==> src/design/vgl_queue.sv <==
module vgl_queue #(
    parameter int WIDTH = 8
) (
    input  logic             clk,
    input  logic             rst_n,
    input  logic             push,
    input  logic [WIDTH-1:0] wdata,
    input  logic             pop,
    output logic [WIDTH-1:0] rdata,
    output logic             full,
    output logic             empty
);

    logic [WIDTH-1:0] entry_reg [2];
    logic             wptr_reg;
    logic             wptr_next;
    logic             rptr_reg;
    logic             rptr_next;
    logic [1:0]       count_reg;
    logic [1:0]       count_next;

    assign full  = (count_reg == 2'd2);
    assign empty = (count_reg == 2'd0);
    assign rdata = entry_reg[rptr_reg];

    always_comb
    begin
        wptr_next  = wptr_reg ^ push;
        rptr_next  = rptr_reg ^ pop;
        count_next = count_reg + 2'(push) - 2'(pop);
    end

    always_ff @(posedge clk)
    begin
        if (push)
        begin
            entry_reg[wptr_reg] <= wdata;
        end
    end

    always_ff @(posedge clk or negedge rst_n)
    begin
        if (!rst_n)
        begin
            wptr_reg  <= 1'b0;
            rptr_reg  <= 1'b0;
            count_reg <= 2'd0;
        end
        else
        begin
            wptr_reg  <= wptr_next;
            rptr_reg  <= rptr_next;
            count_reg <= count_next;
        end
    end

endmodule

==> config.mk <==
export PLATFORM = sky130hd
export DESIGN_NAME = vgl_queue
export DESIGN_NICKNAME = d
export VERILOG_FILES = /design/src/design/vgl_queue.sv
export SDC_FILE = /design/constraint.sdc
export NUM_CORES = 1
export LEC_CHECK = 0
export BUFFER_PORTS_ARGS = -buffer_cell sky130_fd_sc_hd__buf_2
export CORE_MARGIN = 4
export CORE_UTILIZATION = 35
export DETAILED_ROUTE_END_ITERATION = 10
export GPL_TIMING_DRIVEN = 1
export PLACE_DENSITY = 0.56
export SLEW_MARGIN = 20
export SYNTH_ARGS = -nofsm -noshare
export SYNTH_HDL_FRONTEND = slang
export SYNTH_SLANG_ARGS = --single-unit
==> constraint.sdc <==
create_clock -name clk -period 2.1 [get_ports clk]
set_input_delay 0.21 -clock clk [delete_from_list [all_inputs] [get_ports clk]]
set_output_delay 0.21 -clock clk [all_outputs]
set_load 0.02 [all_outputs]
Word-level counts from Yosys, hierarchy flattened
Memories as Yosys holds them, arrays and structs flattened.
Cells that the tools add are included.

storage, ports and cells
  flip-flop bits (word level) = 4
  latch bits = 0
  bits in writable memories = 16
  bits in read-only memories = 0
  bits of input ports = 12
  output and inout bits = 10
  word-level logic and storage cells = 12
  memories = 1

operators by class
  $add $sub $neg = 2
  multiply operators = 0
  divide/modulo/power cells = 0
  $lt $le $gt $ge = 0
  eq/ne operators = 1
  shifts and indexed selects = 0
  mux-type cells = 2
  bitwise operators = 2
  reductions and logical operators = 1

memory list
  name       words  width  read ports  clocked after memory_dff  write ports  RTL line  text
  entry_reg  2      8      1           0                         1            14        logic [WIDTH-1:0] entry_reg [2];

operators by type and width
  kind                                        count
  adder 2 x 1 -> 2 bit                        1
  equality test 2 bit, second input constant  1
  zero test 2 bit                             1
  2-to-1 mux 1 bit                            2
  subtractor 2 x 1 -> 2 bit                   1
  bitwise XOR 1 bit                           2

Longest topological paths before layout
Gate-level depths: netlist of the first run.

  depth in word-level cells = 2
  depth in mapped cells = 5
  gate-level depth less buffers = 5

Worst setup path after synthesis of the first run
Ideal clock, no wire load.

  path kind = reg2reg
  from = register count_reg[0]
  to = register count_reg[1]
  library setup time = 0.135 ns
  arrival = 1.008 ns
  required time = 1.965 ns
  path slack = 0.956 ns
  cell stages (with the launch flop) = 6
  buffers on the path = 0
  period minus slack after synthesis = 1.144 ns
  cell sequence = dfrtp_1 > inv_1 > ha_1 > inv_1 > ha_1 > xor3_1

between the ends
  cells in the longest elaborated chain, start to end = 2

RTL lines
  what                       RTL line  text
  from (decl)                19        logic [1:0] count_reg;
  from (signal assigned)     53        count_reg <= count_next;
  adder 2 x 1 -> 2 bit       30        count_next = count_reg + 2'(push) - 2'(pop);
  subtractor 2 x 1 -> 2 bit  30
  net count_next[1]          20        logic [1:0] count_next;

The timed path passes the listed nets, and every way through them passes these cells.

Worst setup path in the final report of the first run
  from = register rptr_reg
  to = output port rdata[4]

between the ends
  cells in the longest elaborated chain, start to end = 1

RTL lines
  what                    RTL line  text
  from (decl)             17        logic rptr_reg;
  from (signal assigned)  52        rptr_reg <= rptr_next;
  memory (2 x 8 bit)      n/a
  to (decl)               9         output logic [WIDTH-1:0] rdata,

No other way between the ends.

==> impl_metrics.toml, run 1 <==
[run_status]
outcome = "finished, final reports clean"

[global_route]
grt_max_degree = 12
grt.overflow.total = 0
grt_first_pass_wirelength_um = 1890
antenna_found_initial = 0
grtUsageTotal = 0.0795
first_global_vias = 431

[synth]
yosys_warnings = 0
synth_area_um2 = 820
synthCells = 41
ys_seq_elements = 20
yosysSeqAreaShare = 0.708
syn_area_per_cell_um2 = 20.0
synth_nets = 57
synth_cell_types = 10

[timing]
holdWs_ns = 0.0972
setup_viol = 0
tightestPinTransition_ns = 0.512
final-hold-violation-count = 0
slew-limit-headroom = 0.659
min_period_over_period = 0.801
fin_skew_ns = 0.00191
tns_ns = 0
rsz0062_at_grt = "false"
slew_violations = 0
fin_crit_ns = 1.68
max_freq_ghz = 0.595

[routing]
drt_wl_total_um = 1130
drt_pass1_iterations = 4
wl_per_cell_um = 12.0
drtIter0Drc = 4
routed_via_density = 4.26
drc = 0
via_count = 400
antenna_left = 0

[critical_path]
crit_path_start_kind = "register"
crit_path_end_kind = "primary output"
crit_required_ns = 1.89
r2r-end = "count_reg[1]"
r2r_start = "count_reg[0]"
cp_max_fo = 9
r2r_slack_ns = 0.88
reg2reg_depth = 5
worst-setup-path-type = "reg2out"
crit_arrival_ns = 1.47

[clock_tree]
postCtsSetupBuffers = 0
h-tree-depth = 1
clockBufferDepth = 2
clk_latency_ns = 0.29
cts_sinks = 20
cts_buffers = 3
cts_tree = "done"
path_clk_slew_ns = 0.11
clockRootBuffer = "clkbuf_4"

[pwr]
p_leak_nw = 0.442
p_per_area_mw_per_mm2 = 1280
design_power_total_mw = 1.27
vdd.ir_drop.worst_mv = 0.543

[die]
num_rows = 17
coreArea_mm2 = 0.00221
dieArea_mm2 = 0.00318
die_h_um = 56.4
ios = 22
start_util = 0.370
dieWidth_um = 56.4

[placement]
routabilityCongestion = 0.657
portBuffers = 21
postPlaceCellArea_um2 = 948

[min_path]
hp-start = "wdata[5]"
whs_path_depth = 1
min_to = "entry_reg[0][5]"
holdCritPathClass = "in2reg"

[layout]
area_growth_pct = 20.2
largest_reg_flops = 16
layout-drive-gt1-share = 0.485
diodes = 0
nNetsFinal = 83
stdcell_area_um2 = 985
final_core_util = 0.445

[run]
drv_cap = 0
layout make-up:
cell class,instances,area [um^2]
clock buffer,3,22.5
timing repair buffer,22,115
multi-input combinational,16,213
sequential,20,581
fill,222,1230
clock inverter,1,3.75
inverter,4,15.0
tap,28,35.0
critical path, cell delays in order (launching register included):
cell and delay, ns:
dfrtp_1 0.68, mux2_4 0.34, buf_2 0.16
logic make-up (layout without fill, tap and decap cells):
kind of cell / Yosys count / in the layout / share of synthesized area
and+or+nand+nor: 2 / 2 / 0.0122
DFF: 20 / 20 / 0.708
buffers and inverters: 5 / 30 / 0.0321
xor gates and xnor gates: 2 / 2 / 0.0397
muxes: 8 / 8 / 0.147
adders and majority gates: 4 / 4 / 0.0611
worst max path at each step:
| stage | startpoint | end | slack, ns | cells past startpoint |
|---|---|---|---|---|
| finish | rptr_reg | rdata[4] | 0.42 | 2 |
| floorplan | count_reg[0] | count_reg[1] | 0.96 | 5 |
| CTS | rptr_reg | rdata[4] | 0.39 | 2 |
| detailed placement | rptr_reg | rdata[4] | 0.74 | 2 |
| global placement | rptr_reg | rdata[4] | 0.75 | 2 |
| global route | rptr_reg | rdata[4] | 0.32 | 2 |
stage by stage:
stage / std cells / setup WS (ns)
global route: 94 / 0.324
finish: 94 / 0.418
detailed placement: 89 / 0.737
CTS: 94 / 0.395
global placement: 89 / 0.749
floorplan: 41 / 0.956
per-layer routing:
metal / share of wire / vias up / global-route usage
met3: 0.065 / 0 / 0.0207
met1: 0.39 / 195 / 0.0869
met4: 0 / 0 / 0.0508
li1: - / 195 / -
met2: 0.54 / 10 / 0.135
met5: 0 / - / 0
cells in the mapped netlist:
cell | n | area share
xor3_1 | 1 | 0.029
xor2_1 | 1 | 0.011
mux2_4 | 8 | 0.15
nor2_1 | 1 | 0.0046
edfxtp_1 | 16 | 0.59
dfrtp_1 | 4 | 0.12
nor2b_1 | 1 | 0.0076
buf_6 | 1 | 0.014
inv_1 | 4 | 0.018
ha_1 | 4 | 0.061
what timing repair did:
action / in CTS / in global routing
hold buffers: 1 / 0
gates resized for setup: 0 / 0
hold endpoints to repair: 4 / 0
layout by cell type, fill, tap and decap left out:
cell,count
dfrtp_1,4
xor3_1,1
mux2_4,8
clkbuf_4,3
clkinv_1,1
nor2_1,1
edfxtp_1,16
nor2b_1,1
ha_1,4
buf_2,21
dlygate4sd3_1,1
inv_1,4
xor2_1,1
where the power goes:
part	leakage [nW]	internal, mW	switching, mW
registers	0.197	0.539	0.0792
clock network	0.0154	0.0691	0.111
logic	0.230	0.244	0.222
Note: power is estimated with default switching activity, not from simulation.
==> run 2: changes to the inputs <==
==> constraint.sdc (replaced) <==
create_clock -name clk -period 1.57 [get_ports clk]
set_input_delay 0.157 -clock clk [delete_from_list [all_inputs] [get_ports clk]]
set_output_delay 0.157 -clock clk [all_outputs]
set_load 0.02 [all_outputs]
==> impl_metrics.toml, run 2 (synthesized netlist as in run 1, its figures left out) <==
[routing]
antenna_left = 0
drc = 0
via_count = 398
routed_via_density = 4.23
wl_per_cell_um = 12.0
drt_wl_total_um = 1120
drtIter0Drc = 4
drt_pass1_iterations = 3

[clock_tree]
clockRootBuffer = "clkbuf_4"
clockBufferDepth = 2
clk_latency_ns = 0.29
postCtsSetupBuffers = 0
cts_tree = "done"
cts_sinks = 20
cts_buffers = 3
path_clk_slew_ns = 0.11
h-tree-depth = 1

[timing]
slew-limit-headroom = 0.739
holdWs_ns = 0.0443
rsz0062_at_grt = "false"
tns_ns = 0
max_freq_ghz = 0.672
tightestPinTransition_ns = 0.392
min_period_over_period = 0.948
fin_crit_ns = 1.49
slew_violations = 0
fin_skew_ns = 0.00188
setup_viol = 0
final-hold-violation-count = 0
layout_setup_ws_ns = 0.0819

[run_status]
outcome = "finished, final reports clean"

[global_route]
grt_first_pass_wirelength_um = 1890
antenna_found_initial = 0
grtUsageTotal = 0.0795
grt.overflow.total = 0
grt_max_degree = 12
first_global_vias = 431

[placement]
pre_cts_ws_ns = 0.260
postPlaceCellArea_um2 = 948
routabilityCongestion = 0.657
portBuffers = 21

[pwr]
power_switching_share = 0.326
p_per_area_mw_per_mm2 = 1720
p_int_mw = 1.14
p_clk_frac = 0.142
p_leak_nw = 0.441
combPwrFrac = 0.368
netSwitchingPower_mw = 0.552
vdd.ir_drop.worst_mv = 0.691
p_seq_frac = 0.490

[die]
ios = 22
dieWidth_um = 56.4
start_util = 0.370
die_h_um = 56.4
coreArea_mm2 = 0.00221
num_rows = 17
dieArea_mm2 = 0.00318

[layout]
nNetsFinal = 83
final_core_util = 0.446
stdcell_area_um2 = 986
area_growth_pct = 20.3
diodes = 0
final_common_cell = "buf_2"
register_area_um2 = 582
largest_reg_flops = 16
layout-drive-gt1-share = 0.500
final_cell_mix = "buf_2, edfxtp_1, mux2_4, inv_1, ha_1"
multi_input_area_um2 = 213
fill_cells = 223

[critical_path]
crit_chain = "mux2_4, buf_2"
cp_max_fo = 9
crit_path_start_kind = "register"
path_buf_inv = 1
crit_arrival_ns = 1.33
r2r_start = "count_reg[0]"
cpMaxStageDelayCell = "dfrtp_2"
crit_path_end_kind = "primary output"
cp_top_family = "flip-flops"
worst-setup-path-type = "reg2out"
crit_start = "rptr_reg"
crit_required_ns = 1.41
max_stage_delay_ns = 0.55

[run]
drv_cap = 0

[min_path]
holdCritPathClass = "in2reg"
hp-start = "wdata[5]"
run 2: path summary, 6_finish.rpt:
check,endpoint,slack [ns],depth (start not counted)
worst max-delay path,rdata[4],0.08,2
worst min-delay path,entry_reg[0][5],0.04,1
worst max register to register,count_reg[1],0.35,5
worst min register to register,wptr_reg,0.61,3
max in group asynchronous,rptr_reg,1.25,2
min in group asynchronous,rptr_reg,0.19,2
run 2: power groups by stage:
| stage | clock network [mW] | registers, mW | logic (mW) |
|---|---|---|---|
| 6_report | 0.241 | 0.830 | 0.623 |
| 5_1_grt | 0.275 | 0.848 | 0.683 |
| 4_1_cts | 0.248 | 0.833 | 0.642 |
| 3_5_place_dp | 0 | 0.843 | 0.640 |
| 3_3_place_gp | 0 | 0.837 | 0.628 |
| 2_1_floorplan | 0 | 0.774 | 0.551 |
run 2: layout make-up:
class	instances	share of cell area
Inverter	4	0.0152
Tap cell	28	0.0355
Clock inverter	1	0.00381
Multi-Input combinational cell	16	0.216
Sequential cell	20	0.590
Timing Repair Buffer	22	0.117
Clock buffer	3	0.0228
run 2: per-stage QoR:
stage	total power [mW]	instances
detailed placement	1.48	89
global route	1.81	94
floorplan	1.32	41
CTS	1.72	94
finish	1.69	94
global placement	1.47	89
run 2: per-layer routing:
layer	part of all wire	global-route usage	vias up	routed length, um
met5	0	0	-	0
met4	0	0.0508	0	0
met3	0.065	0.0207	0	73
met2	0.54	0.135	10	606
met1	0.39	0.0869	193	443
li1	-	-	195	-
run 2: what timing repair did:
action,4_1_cts,5_1_grt
hold buffers,1,0
hold endpoints to repair,4,0
resized for setup,1,0
setup endpoints to repair,8,0
==> run 3: changes to the inputs <==
==> constraint.sdc (replaced) <==
create_clock -name clk -period 1.57 [get_ports clk]
set_input_delay 0.314 -clock clk [delete_from_list [all_inputs] [get_ports clk]]
set_output_delay 0.314 -clock clk [all_outputs]
set_load 0.02 [all_outputs]
==> impl_metrics.toml, run 3 (synthesized netlist as in run 1, its figures left out) <==
[clock_tree]
h-tree-depth = 1
clk_latency_ns = 0.29
cts_sinks = 20
path_clk_slew_ns = 0.11
clockBufferDepth = 2
cts_tree = "done"
cts_buffers = 3
clockRootBuffer = "clkbuf_4"

[timing]
max_freq_ghz = 0.622
setup_viol = 8
tightestPinTransition_ns = 0.394
fin_skew_ns = 0.00380
slew-limit-headroom = 0.737
final-hold-violation-count = 0
slew_violations = 0
rsz0062_at_grt = "true"
holdWs_ns = 0.201
fin_crit_ns = 1.61
layout_setup_ws_ns = -0.0381
tns_ns = -0.240
min_period_over_period = 1.02

[run]
drv_cap = 0

[pwr]
p_leak_nw = 0.475
vdd.ir_drop.worst_mv = 0.735
p_per_area_mw_per_mm2 = 1780

[critical_path]
critical_path.most_common_cell = "buf_6"
crit_start = "rptr_reg"
r2r_start = "count_reg[0]"
r2r_slack_ns = 0.35
crit_path_start_kind = "register"
cp_max_fo = 5
cp_num_cells = 3
worst-setup-path-type = "reg2out"
cpMaxStageDelayCell = "dfrtp_2"
r2r-end = "count_reg[1]"
setup.worst_path.end = "rdata[7]"
crit_path_end_kind = "primary output"
reg2reg_depth = 5
crit_arrival_ns = 1.29
cp_top_family = "flip-flops"
path_buf_inv = 2
crit_required_ns = 1.26
max_stage_delay_ns = 0.43
crit_chain = "buf_6, mux2_4, buf_6"

[min_path]
holdCritPathClass = "in2reg"

[routing]
routed_via_density = 4.27
met2_wirelength_um = 638
drt_pass1_iterations = 3
wl_per_cell_um = 12.0
via_count = 414
dr.max_layer_used = "met3"
wl_met1_um = 462
drt_wl_total_um = 1160
wl_met3_um = 61
drc = 0
antenna_left = 0
drtIter0Drc = 8

[layout]
instances_no_fill = 97
nNetsFinal = 86
final_common_cell = "edfxtp_1"
final_cell_mix = "edfxtp_1, buf_2, buf_6, mux2_4"
fill_cells = 218
diodes = 0
layout-drive-gt1-share = 0.522
area_growth_pct = 30.1
largest_reg_flops = 16

[die]
num_rows = 17
start_util = 0.370
die_h_um = 56.4
coreArea_mm2 = 0.00221
ios = 22
dieArea_mm2 = 0.00318
dieWidth_um = 56.4

[global_route]
grtUsageTotal = 0.0819
antenna_found_initial = 0
grt_max_degree = 12
grt.overflow.total = 0
grt_first_pass_wirelength_um = 1960
first_global_vias = 452

[placement]
routabilityCongestion = 0.657
dpl.cell_count = 89
portBuffers = 21
pre_cts_ws_ns = 0.103

[run_status]
outcome = "complete, but fails checks"
violations = "negative setup slack"
## run 3: final cells by class
cell class	count	area [um^2]	area share
sequential	20	582	0.546
multi-input combinational	16	213	0.200
timing repair buffer	25	195	0.183
tap	28	35.0	0.0329
clock buffer	3	22.5	0.0211
inverter	4	15.0	0.0141
clock inverter	1	3.75	0.00352
## run 3: worst min-delay path by stage
stage	end	depth (start not counted)	startpoint
final	entry_reg[0][5]	1	wdata[5]
after global routing	entry_reg[0][5]	1	wdata[5]
after CTS	entry_reg[0][5]	1	wdata[5]
after detailed placement	count_reg[1]	1	rst_n
after global placement	count_reg[1]	1	rst_n
after floorplan	count_reg[0]	0	rst_n
## run 3: worst reg2reg max path: cells and delay by family (launching register included)
family     cells  cell delay [ns]
xor+xnor       1             0.21
fa+ha+maj      2             0.41
buf+inv        2             0.11
flops          1             0.38
## run 3: power breakdown
group	internal, mW	switching, mW
clock	0.0924	0.151
sequential	0.724	0.0558
combinational	0.490	0.386
total	1.31	0.592
## run 3: through the flow
stage	util	cell area (um^2)	power (mW)
after detailed placement	0.429	948	1.48
after CTS	0.482	1070	1.92
after global routing	0.482	1070	2.01
after global placement	0.429	948	1.47
after floorplan	-	820	1.32
final	0.482	1070	1.90
## run 3: layer usage
metal | vias up | GRT usage
met1 | 202 | 0.0928
met4 | 0 | 0.0508
li1 | 202 | -
met3 | 0 | 0.0161
met5 | - | 0
met2 | 10 | 0.140
## run 3: timing repair
action	4_1_cts	5_1_grt
hold buffers	1	0
buffers inserted	3	0
pin swaps	0	0
setup endpoints to repair	8	8
endpoints found under the hold margin	4	0
resized for setup	20	0
