**src/design/vgl_pkg.sv**
```systemverilog
package vgl_pkg;

    localparam int GRID_RES_DEF     = 8;
    localparam int BUCKET_DEPTH_DEF = 16;

    localparam int COORD_W = 32;
    localparam int ID_W    = 16;
    localparam int FRAC_W  = 16;
    localparam int TOL_W   = 31;
    localparam int CFG_IDX_W = 4;

    localparam logic [1:0] FUNC_CLEAR  = 2'd0;
    localparam logic [1:0] FUNC_INSERT = 2'd1;
    localparam logic [1:0] FUNC_LOOKUP = 2'd2;

    localparam logic [CFG_IDX_W-1:0] CFG_OFFSET_X  = 4'd0;
    localparam logic [CFG_IDX_W-1:0] CFG_OFFSET_Y  = 4'd1;
    localparam logic [CFG_IDX_W-1:0] CFG_OFFSET_Z  = 4'd2;
    localparam logic [CFG_IDX_W-1:0] CFG_SCALE_X   = 4'd3;
    localparam logic [CFG_IDX_W-1:0] CFG_SCALE_Y   = 4'd4;
    localparam logic [CFG_IDX_W-1:0] CFG_SCALE_Z   = 4'd5;
    localparam logic [CFG_IDX_W-1:0] CFG_MARGIN    = 4'd6;
    localparam logic [CFG_IDX_W-1:0] CFG_TOLERANCE = 4'd7;

    typedef struct packed {
        logic signed [COORD_W-1:0] offset_x;
        logic signed [COORD_W-1:0] offset_y;
        logic signed [COORD_W-1:0] offset_z;
        logic [COORD_W-1:0]        scale_x;
        logic [COORD_W-1:0]        scale_y;
        logic [COORD_W-1:0]        scale_z;
        logic [FRAC_W-1:0]         cell_margin;
        logic [TOL_W-1:0]          match_tolerance;
    } cfg_t;

endpackage

```
**src/design/vgl_front.sv**
```systemverilog
module vgl_front
    import vgl_pkg::*;
#(
    parameter int GRID_RES = GRID_RES_DEF
) (
    input  logic                      clk,
    input  logic                      rst_n,
    input  logic                      start,
    input  logic [1:0]                func,
    input  logic signed [COORD_W-1:0] coord_x,
    input  logic signed [COORD_W-1:0] coord_y,
    input  logic signed [COORD_W-1:0] coord_z,
    input  logic [ID_W-1:0]           vertex_id,
    input  cfg_t                      cfg,
    input  logic                      hold,
    input  logic                      q_full,
    output logic                      busy,
    output logic                      push,
    output logic [2+ID_W+3*COORD_W+$clog2(GRID_RES**3)+7-1:0] cmd
);

    localparam int CW      = $clog2(GRID_RES);
    localparam int POS_W   = FRAC_W + CW;
    localparam int CELLS   = GRID_RES * GRID_RES * GRID_RES;
    localparam int CIDX_W  = $clog2(CELLS);
    localparam longint POS_MAX = longint'(GRID_RES) * 65536 - 1;

    localparam logic [1:0] FS_IDLE = 2'd0;
    localparam logic [1:0] FS_MUL  = 2'd1;
    localparam logic [1:0] FS_PUSH = 2'd2;

    logic [1:0]                state_reg;
    logic [1:0]                state_next;
    logic [1:0]                func_reg;
    logic [1:0]                func_next;
    logic signed [COORD_W-1:0] coord_reg [3];
    logic [ID_W-1:0]           id_reg;
    logic [1:0]                axis_reg;
    logic [1:0]                axis_next;
    logic [63:0]               prod_reg;
    logic [63:0]               prod_next;
    logic                      zero_reg;
    logic                      zero_next;
    logic [POS_W-1:0]          pos_reg [3];
    logic [POS_W-1:0]          sat_pos;
    logic                      accept;

    logic signed [COORD_W-1:0] sel_off;
    logic [COORD_W-1:0]        sel_scale;
    logic signed [COORD_W:0]   diff;
    logic [47:0]               prod_hi;

    logic [CW-1:0]             cell_c [3];
    logic [FRAC_W-1:0]         frac_f [3];
    logic [2:0]                lower;
    logic [2:0]                upper;
    logic [CIDX_W-1:0]         home;
    logic [6:0]                mask;

    assign accept = start && !busy;
    assign busy   = (state_reg != FS_IDLE) || hold;

    always_comb
    begin
        unique case (axis_reg)
            2'd0:
            begin
                sel_off   = cfg.offset_x;
                sel_scale = cfg.scale_x;
            end
            2'd1:
            begin
                sel_off   = cfg.offset_y;
                sel_scale = cfg.scale_y;
            end
            default:
            begin
                sel_off   = cfg.offset_z;
                sel_scale = cfg.scale_z;
            end
        endcase
        diff    = {coord_reg[axis_reg][COORD_W-1], coord_reg[axis_reg]} -
                  {sel_off[COORD_W-1], sel_off};
        prod_hi = prod_reg[63:16];
        if (zero_reg)
        begin
            sat_pos = '0;
        end
        else if (prod_hi > 48'(POS_MAX))
        begin
            sat_pos = POS_W'(POS_MAX);
        end
        else
        begin
            sat_pos = prod_hi[POS_W-1:0];
        end
    end

    always_comb
    begin
        state_next = state_reg;
        func_next  = func_reg;
        axis_next  = axis_reg;
        prod_next  = prod_reg;
        zero_next  = zero_reg;
        push       = 1'b0;
        unique case (state_reg)
            FS_IDLE:
            begin
                if (accept)
                begin
                    func_next  = func;
                    axis_next  = 2'd0;
                    state_next = FS_MUL;
                end
            end
            FS_MUL:
            begin
                // one axis product per cycle, each saturated in the cycle after it is formed
                zero_next = diff[COORD_W] || (diff == '0);
                prod_next = 64'(diff[COORD_W-1:0]) * 64'(sel_scale);
                axis_next = axis_reg + 2'd1;
                if (axis_reg == 2'd3)
                begin
                    state_next = FS_PUSH;
                end
            end
            FS_PUSH:
            begin
                if (!q_full)
                begin
                    push       = 1'b1;
                    state_next = FS_IDLE;
                end
            end
            default:
            begin
                state_next = FS_IDLE;
            end
        endcase
    end

    always_comb
    begin
        for (int a = 0; a < 3; a++)
        begin
            cell_c[a] = pos_reg[a][POS_W-1:FRAC_W];
            frac_f[a] = pos_reg[a][FRAC_W-1:0];
            lower[a]  = (cell_c[a] != '0) && (frac_f[a] < cfg.cell_margin);
            upper[a]  = (cell_c[a] != CW'(GRID_RES - 1)) &&
                        (({1'b0, frac_f[a]} + {1'b0, cfg.cell_margin}) > 17'h10000);
        end
        home = (CIDX_W'(cell_c[0]) * CIDX_W'(GRID_RES) + CIDX_W'(cell_c[1])) *
               CIDX_W'(GRID_RES) + CIDX_W'(cell_c[2]);
        unique case (func_reg)
            FUNC_INSERT: mask = {upper[2], lower[2], upper[1], lower[1],
                                 upper[0], lower[0], 1'b1};
            FUNC_LOOKUP: mask = 7'b0000001;
            default:     mask = 7'b0000000;
        endcase
        cmd = {func_reg, id_reg, coord_reg[0], coord_reg[1], coord_reg[2], home, mask};
    end

    always_ff @(posedge clk)
    begin
        if (accept)
        begin
            coord_reg[0] <= coord_x;
            coord_reg[1] <= coord_y;
            coord_reg[2] <= coord_z;
            id_reg       <= vertex_id;
        end
        if (state_reg == FS_MUL && axis_reg != 2'd0)
        begin
            pos_reg[axis_reg - 2'd1] <= sat_pos;
        end
        prod_reg <= prod_next;
        zero_reg <= zero_next;
        func_reg <= func_next;
    end

    always_ff @(posedge clk or negedge rst_n)
    begin
        if (!rst_n)
        begin
            state_reg <= FS_IDLE;
            axis_reg  <= 2'd0;
        end
        else
        begin
            state_reg <= state_next;
            axis_reg  <= axis_next;
        end
    end

endmodule

```
**config.mk**
```make
export PLATFORM = sky130hd
export DESIGN_NAME = vgl_front
export DESIGN_NICKNAME = d
export VERILOG_FILES = /design/src/design/vgl_pkg.sv /design/src/design/vgl_front.sv
export SDC_FILE = /design/constraint.sdc
export NUM_CORES = 2
export LEC_CHECK = 0
export BUFFER_PORTS_ARGS = -buffer_cell sky130_fd_sc_hd__buf_2
export CAP_MARGIN = 20
export CORE_UTILIZATION = 52
export DETAILED_ROUTE_END_ITERATION = 6
export PLACE_DENSITY = 0.8
export SLEW_MARGIN = 20
export SYNTH_ARGS = -nofsm -noshare
export SYNTH_HDL_FRONTEND = slang
export SYNTH_SLANG_ARGS = --single-unit
```
**constraint.sdc**
```tcl
create_clock -name clk -period 14.2 [get_ports clk]
set_input_delay 2.84 -clock clk [delete_from_list [all_inputs] [get_ports clk]]
set_output_delay 2.84 -clock clk [all_outputs]
set_load 0.02 [all_outputs]
```
-- After elaboration in Yosys (flattened, before gate mapping)
Memories as Yosys holds them, arrays and structs flattened.
Index checks and enable logic that the tools add are counted.
- register bits after elaboration: 87
- bits in writable memories: 153
- bits of input ports: 358
- word-level logic and storage cells: 76
- memories: 2
- add/sub/neg operators: 8
- $mul: 1
- magnitude comparators: 7
- equality and inequality tests: 12
- multiplexer cells: 17
- reduce and logical (&&, ||, !) cells: 23
- memory list (memory ; words ; width ; read ports ; clocked after Yosys merged registers in ; write ports ; RTL line ; RTL):
    coord_reg ; 3 ; 32 ; 4 ; 0 ; 3 ; vgl_front.sv:36 ; logic signed [COORD_W-1:0] coord_reg [3];
    pos_reg ; 3 ; 19 ; 3 ; 0 ; 1 ; vgl_front.sv:44 ; logic [POS_W-1:0] pos_reg [3];
- operators by type and width (operator ; count):
    32-bit one-hot mux with 2 select lines ; 2
    32-bit by 32-bit multiplier with 64-bit output ; 1
    16-bit by 16-bit adder with 17-bit output ; 3
    17-bit > comparator, second input constant ; 3
    48-bit by 19-bit > comparator with 1-bit output, second input constant ; 1
    16-bit < comparator ; 3
    19-bit two-way mux ; 2
    33-bit zero test ; 1
    32-bit by 32-bit subtractor with 33-bit output ; 1
    7-bit one-hot mux with 2 select lines ; 1
    9-bit by 3-bit adder with 9-bit output ; 1
    3-bit inequality test, second input constant ; 3
    3-bit nonzero test ; 3
    1-bit logical AND ; 8
    2-bit two-way mux ; 4
    6-bit by 3-bit adder with 6-bit output ; 1
    2-bit by 1-bit equality test with 1-bit output, second input constant ; 3
    2-bit equality test, second input constant ; 3
    1-bit two-way mux ; 6
    2-bit inequality test, second input constant ; 3
    2-bit one-hot mux with 3 select lines ; 1
    2-bit nonzero test ; 3
    2-bit zero test ; 2
    2-bit one-hot mux with 2 select lines ; 1
    6 further kinds ; 8

-- Longest topological paths before layout
- depth in word-level cells: 6
- gate-level depth with buffers: 52
- mapped depth without buffers: 44

-- Least setup slack after synthesis
No wires, ideal clock.
- path type: input port to flip-flop
- from: in cfg[207] (netlist name)
- to: reg prod_reg[52], data pin
- arrival: 12.266 ns
- required time: 13.940 ns
- slack: 1.675 ns
- stages: 41
- path buffers: 3
- path through: a22oi_1 > nand2_1 > ha_1 > inv_1 > fa_1 > a211o_1 > a21oi_1 > nor2_1 > or3b_1 > buf_4 > a21oi_4 > o21ai_2 > a21oi_4 > xor2_1 > buf_2 > nor2_1 > fa_1 > fa_1 > (+5 left out) > fa_1 > fa_1 > inv_1 > fa_1 > inv_1 > ha_1 > clkbuf_1 > and3_1 > nand2_1 > o21ba_2 > a311oi_1 > nand3_1 > a21oi_1 > o21ai_0 > a311oi_1 > o31ai_1 > a21oi_1 > xnor2_1
- cells in the longest elaborated chain, start to end: 3
- ends and longest elaborated chain (item ; RTL line ; RTL):
    start, declared ; vgl_front.sv:14 ; input cfg_t cfg,
    32-bit one-hot mux with 2 select lines ; vgl_front.sv:65 ; unique case (axis_reg)
    32-bit by 32-bit subtractor with 33-bit output ; vgl_front.sv:82 ; diff = {coord_reg[axis_reg][COORD_W-1], coord_reg[axis_reg]} -
    32-bit by 32-bit multiplier with 64-bit output ; vgl_front.sv:121 ; prod_next = 64'(diff[COORD_W-1:0]) * 64'(sel_scale);
    end signal, assigned ; vgl_front.sv:177 ; prod_reg <= prod_next;
    end, declared ; vgl_front.sv:40 ; logic [63:0] prod_reg;
No other way between the ends.
A chain may end at the register's enable or synchronous reset.

-- Worst setup path in the final report
- from: in cfg[208] (netlist name)
- to: reg prod_reg[61], data pin
The elaborated chain is that of the path after synthesis.

==> summary.txt <==
=================================================================================================================
Count of input and output buffers ..................................................................          458
Number of detailed-route iterations in the first pass ..............................................            7
Max reg flops ......................................................................................           96
Dominant combinational cell family by area after synthesis .........................................  adder cells
Part of the Yosys area used for sequential elements ................................................        14.8%
Number of cells on the worst hold path .............................................................            1
Count of warnings emitted by yosys .................................................................            0
Post-synthesis to final-layout area growth .........................................................        10.4%
Initial antenna violation count ....................................................................           16
Clock sinks ........................................................................................          224
Post-route antenna net violation count .............................................................            0
Final Wtd Congestion ...............................................................................         1.03
Most used cells in the layout excluding fill and tap cells ......................................... sky130_fd_sc_hd__inv_1 (946), sky130_fd_sc_hd__fa_1 (899), sky130_fd_sc_hd__nor2_1 (643), sky130_fd_sc_hd__nand2_1 (559), sky130_fd_sc_hd__buf_2 (458)
Required time at the worst-slack endpoint ..........................................................     14540 ps
Number of standard cells after synthesis ...........................................................         4872
Bufs and invs on worst path ........................................................................            7
Layout Cells excl Fill .............................................................................         6421
Total core area ....................................................................................    86600 µm²
Y dimension of the die .............................................................................       298 µm
Routed wire length .................................................................................    155000 µm
Placed wire-length estimate after detailed placement ...............................................    125000 µm
Die area ...........................................................................................    88600 µm²
Startpoint of the worst hold path ..................................................................  axis_reg[0]
Crit path capture type .............................................................................     register
Unrepaired setup endpoints after global routing ....................................................           no
Family of cells with the greatest summed delay on the critical path ................................  adder cells
NumNets Final ......................................................................................         6894
Fraction of final layout cells sized beyond drive strength 1 .......................................        12.9%
CTS buffer count ...................................................................................           26
Count of flip-flops with a built-in enable after synthesis .........................................          220
Post-synthesis cell type count .....................................................................           86
Area share of xor/xnor cells in the synthesized design .............................................        2.43%
Type of the setup path with the least slack ........................................................ input port to register
Hold Path End ......................................................................................  axis_reg[0]
Final Critical Period ..............................................................................     13260 ps
Clock tree from TritonCTS ..........................................................................        built
Post-synthesis compound-gate area fraction .........................................................        8.75%
Met2 demand-to-capacity share in global routing ....................................................        51.7%
Launch point of the worst reg-to-reg path ..........................................................  axis_reg[0]
Relative slew slack ................................................................................        17.8%
Setup clock skew after layout ......................................................................      19.5 ps
Crit path launch type ..............................................................................   input port
Max cap viols ......................................................................................            0
Number of nets in the synthesized netlist ..........................................................         6523
Final cycle utilization of the critical path .......................................................        93.3%
Run status ......................................................................................... finished clean
Clock transition at the registers of the reported paths ............................................        60 ps
Number of placed instances, taps included ..........................................................         6370
Max-slew violation count ...........................................................................            0
Mux cell area share after synthesis ................................................................       0.771%
Area of the multi-input gates ......................................................................    34500 µm²
Destination of the worst register-to-register timing path .......................................... prod_reg[61]
Count of H-tree levels built during CTS ............................................................            1
Num rows ...........................................................................................          108
Fraction of the mapped netlist area in simple logic gates ..........................................        13.1%
Average wire per standard cell .....................................................................      24.1 µm
Worst-margin pin slew ..............................................................................      1230 ps
Via count of the first global-routing pass .........................................................        38600
Setup TNS after final layout .......................................................................         0 ps
CTS root buf ....................................................................................... sky130_fd_sc_hd__clkbuf_16
Overall via count from detail_route ................................................................        37400
Sequential cell area ...............................................................................     6710 µm²
Post_cts resized ...................................................................................            0
Global-route wire length before repair .............................................................    230000 µm
Endpoint arrival time on the critical path .........................................................     13590 ps
Arithmetic-cell share of the synthesized area counting full adders, half adders and majority gates .        50.4%
Max incr delay on CP ...............................................................................       630 ps
Total grt overflow .................................................................................            0
Overall die width ..................................................................................       298 µm
Worst-skew pair later-pin latency ..................................................................       600 ps
Fillers ............................................................................................         7271
Count of unresolved DRC violations after routing ...................................................            0
I/O pin count ......................................................................................          490
Hold-fix buffers at CTS ............................................................................            0
Final setup violating endpoints ....................................................................            0
Flop and latch count out of synthesis ..............................................................          224
Maximum fanout encountered on the critical timing path .............................................           11
Initial Util .......................................................................................        52.5%
Worst min-delay path category ...................................................................... register to register
Netlist area before placement ......................................................................    45500 µm²
Most frequent standard cell in the layout excluding fill and tap cells ............................. sky130_fd_sc_hd__inv_1
Most used DFF post-synth ........................................................................... sky130_fd_sc_hd__edfxtp_1
Global Route met1 Usage ............................................................................        42.3%
GRT met3 Usage .....................................................................................        14.6%
Async S/R FF share, synth ..........................................................................        1.79%
Slack of the worst reg-to-reg path .................................................................      1500 ps
Timing-limited maximum frequency ...................................................................     75.4 MHz
CP max-delay cell .................................................................................. sky130_fd_sc_hd__xor2_2
Global Route Usage Sum .............................................................................        35.0%
Final Hold Fails ...................................................................................            0
Number of vias per cell ............................................................................         5.82
Post-synthesis area per instance ...................................................................     9.33 µm²
Register-to-Register Path Depth ....................................................................           39
Maximum number of pins on one net before global-route repair .......................................           73
Buffer depth of the longest clock path .............................................................            3
Cell type with the highest occurrence count on the critical path ................................... sky130_fd_sc_hd__fa_1
Number of buffers added for setup after CTS ........................................................            0
DR iter-0 viols ....................................................................................         3546
Highest-utilization routing layer at the global route stage ........................................         met2
=================================================================================================================
how the worst max path moves through the flow:
stage	start	endpoint	slack, ps	depth (start not counted)
after floorplan	cfg[207]	prod_reg[52]	1670	41
after global placement	cfg[208]	prod_reg[61]	600	38
after detailed placement	cfg[208]	prod_reg[61]	500	38
after CTS	cfg[208]	prod_reg[61]	1100	38
after global routing	cfg[208]	prod_reg[58]	450	35
final	cfg[208]	prod_reg[61]	940	38
cell type report:
cell class / instances / area share, %
Inverter: 948 / 7.10
Antenna cell: 5 / 0.0249
Tap cell: 1155 / 2.88
Clock inverter: 17 / 0.279
Clock buffer: 29 / 1.36
Multi-Input combinational cell: 3480 / 68.8
Sequential cell: 224 / 13.4
Timing Repair Buffer: 563 / 6.14
kinds of logic (layout without fill, tap and decap cells):
group / count (synthesis) / after routing
AND/OR/NAND/NOR: 1440 / 1440
adder cells (fa/ha/maj): 1293 / 1293
buffers and inverters: 1168 / 1557
AO/OA/AOI/OAI: 590 / 590
flip-flops: 224 / 224
XOR/XNOR: 122 / 122
multiplexers: 35 / 35
other: 0 / 5
cells in the mapped netlist (35+ instances only):
| library cell | number | share of area, % |
|---|---|---|
| sky130_fd_sc_hd__xnor2_1 | 76 | 1.5 |
| sky130_fd_sc_hd__ha_1 | 394 | 11 |
| sky130_fd_sc_hd__a22o_1 | 61 | 1.2 |
| sky130_fd_sc_hd__clkbuf_1 | 189 | 1.6 |
| sky130_fd_sc_hd__a21oi_1 | 192 | 2.1 |
| sky130_fd_sc_hd__o21ai_0 | 95 | 1.0 |
| sky130_fd_sc_hd__a21o_1 | 75 | 1.2 |
| sky130_fd_sc_hd__nor2_1 | 644 | 5.3 |
| sky130_fd_sc_hd__edfxtp_1 | 220 | 15 |
| sky130_fd_sc_hd__inv_1 | 948 | 7.8 |
| sky130_fd_sc_hd__xor2_1 | 41 | 0.79 |
| sky130_fd_sc_hd__nand2_1 | 559 | 4.6 |
| sky130_fd_sc_hd__nor3_1 | 47 | 0.52 |
| sky130_fd_sc_hd__mux2i_1 | 35 | 0.77 |
| sky130_fd_sc_hd__fa_1 | 899 | 40 |
routing by layer:
metal,part of all wire (%),wire [µm]
met5,0.061,95
met3,15,23600
met4,7.8,12100
met1,35,53400
met2,42,65400
per-stage QoR:
| stage | utilization (%) | instance area, µm² | hold WS, ps | worst slack (ps) |
|---|---|---|---|---|
| floorplan | - | 45500 | 587 | 1670 |
| global placement | 56.9 | 49300 | 520 | 604 |
| detailed placement | 56.9 | 49300 | 559 | 495 |
| CTS | 57.9 | 50100 | 568 | 1100 |
| global route | 57.9 | 50200 | 599 | 446 |
| finish | 57.9 | 50200 | 560 | 944 |
Power is left out: the tool's default activity adds up to more than one toggle a clock period on the data nets, which glitch-free logic cannot reach.
